[config.mk]
export PLATFORM = sky130hd
export DESIGN_NAME = sdld_isqrt
export DESIGN_NICKNAME = d
export VERILOG_FILES = /design/src/sv/sdld_isqrt.sv
export VERILOG_INCLUDE_DIRS = /design/src /design/src/sv
export SDC_FILE = /design/constraint.sdc
export NUM_CORES = 1
export LEC_CHECK = 0
export BUFFER_PORTS_ARGS = -buffer_cell sky130_fd_sc_hd__clkbuf_2
export CAP_MARGIN = 20
export CORE_MARGIN = 3
export CORE_UTILIZATION = 36
export CTS_CLUSTER_SIZE = 10
export DETAILED_ROUTE_END_ITERATION = 8
export PLACE_DENSITY = 0.49
export REMOVE_ABC_BUFFERS = 1
export SLEW_MARGIN = 20
export SYNTH_ARGS = -nofsm -noshare
export SYNTH_HDL_FRONTEND = slang
export SYNTH_SLANG_ARGS = --single-unit
[constraint.sdc]
create_clock -name clk -period 3.1 [get_ports clk]
set_input_delay 0.31 -clock clk [delete_from_list [all_inputs] [get_ports clk]]
set_output_delay 0.31 -clock clk [all_outputs]
set_load 0.01 [all_outputs]
[src/sv/stellar_disk_limb_darkening_defines.svh]
// ---------------------------------------------------------------------------
// stellar disk limb darkening assertion macros
// shared concurrent assertion forms, clocked on clk, disabled in reset
// ---------------------------------------------------------------------------
`ifndef STELLAR_DISK_LIMB_DARKENING_DEFINES_SVH
`define STELLAR_DISK_LIMB_DARKENING_DEFINES_SVH

// same-cycle implication
`define SDLD_ASSERT_IMP(label, pre, post) \
    label: assert property (@(posedge clk) disable iff (!rst_n) (pre) |-> (post)) \
        else $error("sdld assertion failed");

// next-cycle implication
`define SDLD_ASSERT_NXT(label, pre, post) \
    label: assert property (@(posedge clk) disable iff (!rst_n) (pre) |=> (post)) \
        else $error("sdld assertion failed");

`endif

[src/sv/sdld_isqrt.sv]
// ---------------------------------------------------------------------------
// sdld_isqrt
// pipelined integer square root, one result bit per stage
// ---------------------------------------------------------------------------
module sdld_isqrt #(
    parameter int W   = 33,
    parameter int SBW = 1
) (
    input  logic                 clk,
    input  logic                 rst_n,
    input  logic                 en,
    input  logic                 in_valid,
    input  logic [W-1:0]         radicand,
    input  logic [SBW-1:0]       side_in,
    output logic                 out_valid,
    output logic [(W+1)/2-1:0]   root,
    output logic [SBW-1:0]       side_out
);

    localparam int NS = (W + 1) / 2;

    logic           valid_reg [NS];
    logic [W-1:0]   v_reg     [NS];
    logic [W-1:0]   r_reg     [NS];
    logic [SBW-1:0] side_reg  [NS];

    for (genvar i = 0; i < NS; i++) begin : g_stage
        localparam logic [W:0] BIT = (W+1)'(1) << (2 * (NS - 1 - i));
        logic           valid_prev;
        logic [W-1:0]   v_prev;
        logic [W-1:0]   r_prev;
        logic [SBW-1:0] side_prev;
        logic [W:0]     trial;
        logic [W-1:0]   v_next;
        logic [W-1:0]   r_next;

        if (i == 0) begin : g_first
            assign valid_prev = in_valid;
            assign v_prev     = radicand;
            assign r_prev     = '0;
            assign side_prev  = side_in;
        end
        else begin : g_rest
            assign valid_prev = valid_reg[i-1];
            assign v_prev     = v_reg[i-1];
            assign r_prev     = r_reg[i-1];
            assign side_prev  = side_reg[i-1];
        end

        always_comb
        begin
            trial = {1'b0, r_prev} + BIT;
            if ({1'b0, v_prev} >= trial)
            begin
                v_next = v_prev - trial[W-1:0];
                r_next = (r_prev >> 1) + BIT[W-1:0];
            end
            else
            begin
                v_next = v_prev;
                r_next = r_prev >> 1;
            end
        end

        always_ff @(posedge clk or negedge rst_n)
        begin
            if (!rst_n)
            begin
                valid_reg[i] <= 1'b0;
            end
            else if (en)
            begin
                valid_reg[i] <= valid_prev;
            end
        end

        always_ff @(posedge clk)
        begin
            if (en)
            begin
                v_reg[i]    <= v_next;
                r_reg[i]    <= r_next;
                side_reg[i] <= side_prev;
            end
        end
    end

    assign out_valid = valid_reg[NS-1];
    assign root      = r_reg[NS-1][NS-1:0];
    assign side_out  = side_reg[NS-1];

`include "stellar_disk_limb_darkening_defines.svh"

    `SDLD_ASSERT_NXT(a_isqrt_hold, !en, $stable(out_valid) && $stable(root))

endmodule

==> results.md <==
- Status: completed
- Clock latency on the worst-skew pair: 0.64 ns
- Vert. Die Dim: 309 um
- Placement Setup Slack: -0.266 ns
- DRT antenna net count: 0
- Total CTS buffers: 86
- Cell class contributing the biggest share of worst-path delay: simple AND/OR/NAND/NOR gates
- Total GRT Usage: 0.150
- Min setup slack post-route: 0.103 ns
- H-Tree Level Count: 3
- #FFs+latches synth: 715
- PortBufs: 56
- Clock slew at reported path FFs: approximately 0.05 ns
- Mapped Avg Cell Area: around 13 sq um
- Share of flip-flops with an asynchronous set or reset: 0.0238
- # nets final: a little under 3k
- Clock tree buffer depth: 3
- DR pass1 iterations: 5
- Num rows: 110
- Core ar.: 90600 sq um
- DIE AREA: 95600 sq um
- Leakage power: 14.8 nW
- Slowest stage delay, CP: 0.56 ns
- FF-to-FF End: v_reg[0][315]
- Register area: 21400 sq um
- HP Class: in -> async
- CTS Sinks: 715
- Total Power: 27.3 mW
- Drt first-iter violations: ~1.0k
- Cell variety after synth: 78
- Fin crit period: 3.00 ns
- VDD IR max: 0.000627 V
- Net Sw Frac: 0.269
- R2r worst-path depth: 8
- Combinational share of power: 0.184
- Worst Tran Pin Value: 0.903 ns
- Max-slew violation count: 0
- Crit end category: flop
- Synth Flop Type: edfxtp_1
- Cell internal pwr: 19.9 mW
- MaxCap Viol Count: 0
- Crit path max-delay cell type: or4_1
- First-pass GRT wire length: 112 mm
- Most common cell in the netlist: edfxtp_1
- Gr ovfl total: 0
- Worst path most repeated cell: or4_1
- Post-Synthesis Cell Area: 33100 sq um
- PD cells: 705 nW/um^2
- Total wire length: 70.9 mm
- Clock power share: 0.333
- Max FO, Critical Path: 20
- Hold Slack: approximately 0.12 ns
- RePlAce Congestion: just over 0.9
- CTS tree: built
- Largest net degree at the start of global routing: 98
- Routed via count: approximately 20k
- WP data required: 3.49 ns
- Filler cells: 8227
- Area contributors post-synth: edfxtp_1 63%, ha_1 6.3%, xnor2_1 3.0%, xor2_1 2.4%, inv_1 2.2%
- I/O pins: 57
- Seq/Total Area, Yosys: 0.646
- Hold Vio Cnt, Final: 0
- R2R Setup Slk: a little over 0.1 ns
- Root Buffer: clkbuf_16
- Area leader, netlist: edfxtp_1
- Max_slew headroom: 0.392
- Crit Path Class: reg -> reg
- Number of global-route vias before repair: ~21k
- Vias/cell: 5.06
- Max reg flops: between 500 and 600
- Reg2reg start: v_reg[0][287]
- Ant diodes: 0
- Initial antenna violation count: 0
- CP cell instances: ha_1 -> and4_1 -> nand2_1 -> nor4_4 -> or4_1 -> or4_1 -> buf_4 -> mux2_2
- Syn-to-layout area delta: 16.8%
- Skew final: 0.0363 ns
- Ys Warns: 0
- Reg power frac: 0.483
- Die Wd: around 310 um
- Most frequent cells after synthesis: 698 x edfxtp_1, 197 x inv_1, 166 x ha_1
- Multi-input gate area: 10900 sq um
- CP Buf/Inv Count: 1
- Post-Syn Instances: 2476
- Detail Placement HPWL: 52.8 mm
- Final setup vio count: 0
- Synth top area share: 0.634
- Post-synth EDFFs: 698
- Initial Util: 0.365
- Critical path arrival: 3.38 ns
- Share of cells above drive strength 1: 0.130
- Crit share post-route: 0.967
- Dpl cell area: ~36000 sq um
- Final Cell Area: 38600 sq um
- CP startpoint kind: flop
- Max Clock Freq: 334 MHz
- Post-route setup TNS: 0 ns
- Drt wl/cell: 18.0 um
- Residual DRC count: 0
- Net switching power figure: roughly 7.3 mW
-- cell type report --
type	count	share of cell area
Clock buffer	111	0.0592
Clock inverter	18	0.00599
Inverter	198	0.0192
Multi-Input combinational cell	1523	0.283
Sequential cell	715	0.553
Tap cell	1176	0.0381
Timing Repair Buffer	198	0.0410
-- stage by stage --
step                      instances  utilization
after floorplan                2436            -
after global placement         3773        0.393
after global routing           3939        0.427
after CTS                      3938        0.425
after detailed placement       3773        0.393
final                          3939        0.427
-- logic make-up after synthesis --
| kind of cell | after synthesis | share of synthesized area |
|---|---|---|
| flip-flops | 715 | 0.646 |
| buffers and inverters | 238 | 0.0277 |
| other | 1 | 0.000113 |
| AO/OA/AOI/OAI | 430 | 0.0828 |
| adder cells (fa/ha/maj) | 167 | 0.0634 |
| multiplexers | 55 | 0.0186 |
| XOR/XNOR | 203 | 0.0537 |
| AND/OR/NAND/NOR | 667 | 0.107 |
-- layout by cell type (no fill, tap or decap), types with 12 or more instances in the layout --
master,count
buf_4,95
o21ai_0,90
nand4_1,41
dlygate4sd3_1,36
nor2b_1,25
nor2_1,162
nor4_1,66
a21oi_1,136
clkbuf_16,88
nor3_1,57
nand2b_1,39
o31ai_1,12
a21o_1,44
edfxtp_1,698
xor2_1,90
or3_1,31
o21a_1,36
dfrtp_1,17
nand3_1,25
nand2_1,116
clkbuf_1,23
clkbuf_2,55
a211oi_1,15
ha_1,161
inv_1,197
xnor2_1,113
mux2_2,47
-- worst max-delay path by stage --
stage	from	end	slack, ns	cells past startpoint
after floorplan	v_reg[0][438]	v_reg[0][480]	-0.36	9
after global placement	v_reg[0][288]	v_reg[0][315]	-0.28	8
after detailed placement	v_reg[0][288]	v_reg[0][315]	-0.27	8
after CTS	v_reg[0][464]	v_reg[0][520]	0.003	10
after global routing	r_reg[0][351]	v_reg[0][394]	-0.004	10
final	v_reg[0][287]	v_reg[0][315]	0.10	8
-- metal layers --
metal	vias to the layer above	global-route usage	wire, um
li1	9773	-	-
met1	9648	0.163	27800
met2	346	0.285	38000
met3	148	0.0251	2260
met4	0	0.0633	2850
met5	-	0	0
-- what timing repair did --
item	CTS	global route
hold buffers	36	0
pin swaps	0	1
endpoints found under the setup margin	22	38
buffers inserted	0	1
hold endpoints to repair	52	0
resized for setup	5	25
-- power by group through the flow --
| stage | logic [mW] | registers (mW) | clock network [mW] |
|---|---|---|---|
| final | 5.01 | 13.2 | 9.09 |
| after global routing | 5.60 | 13.3 | 9.88 |
| after CTS | 5.00 | 13.2 | 9.44 |
| after detailed placement | 4.92 | 13.4 | 0 |
| after global placement | 4.84 | 13.3 | 0 |
| after floorplan | 3.40 | 13.0 | 0 |
No activity file was read; power rests on OpenSTA's default activity.
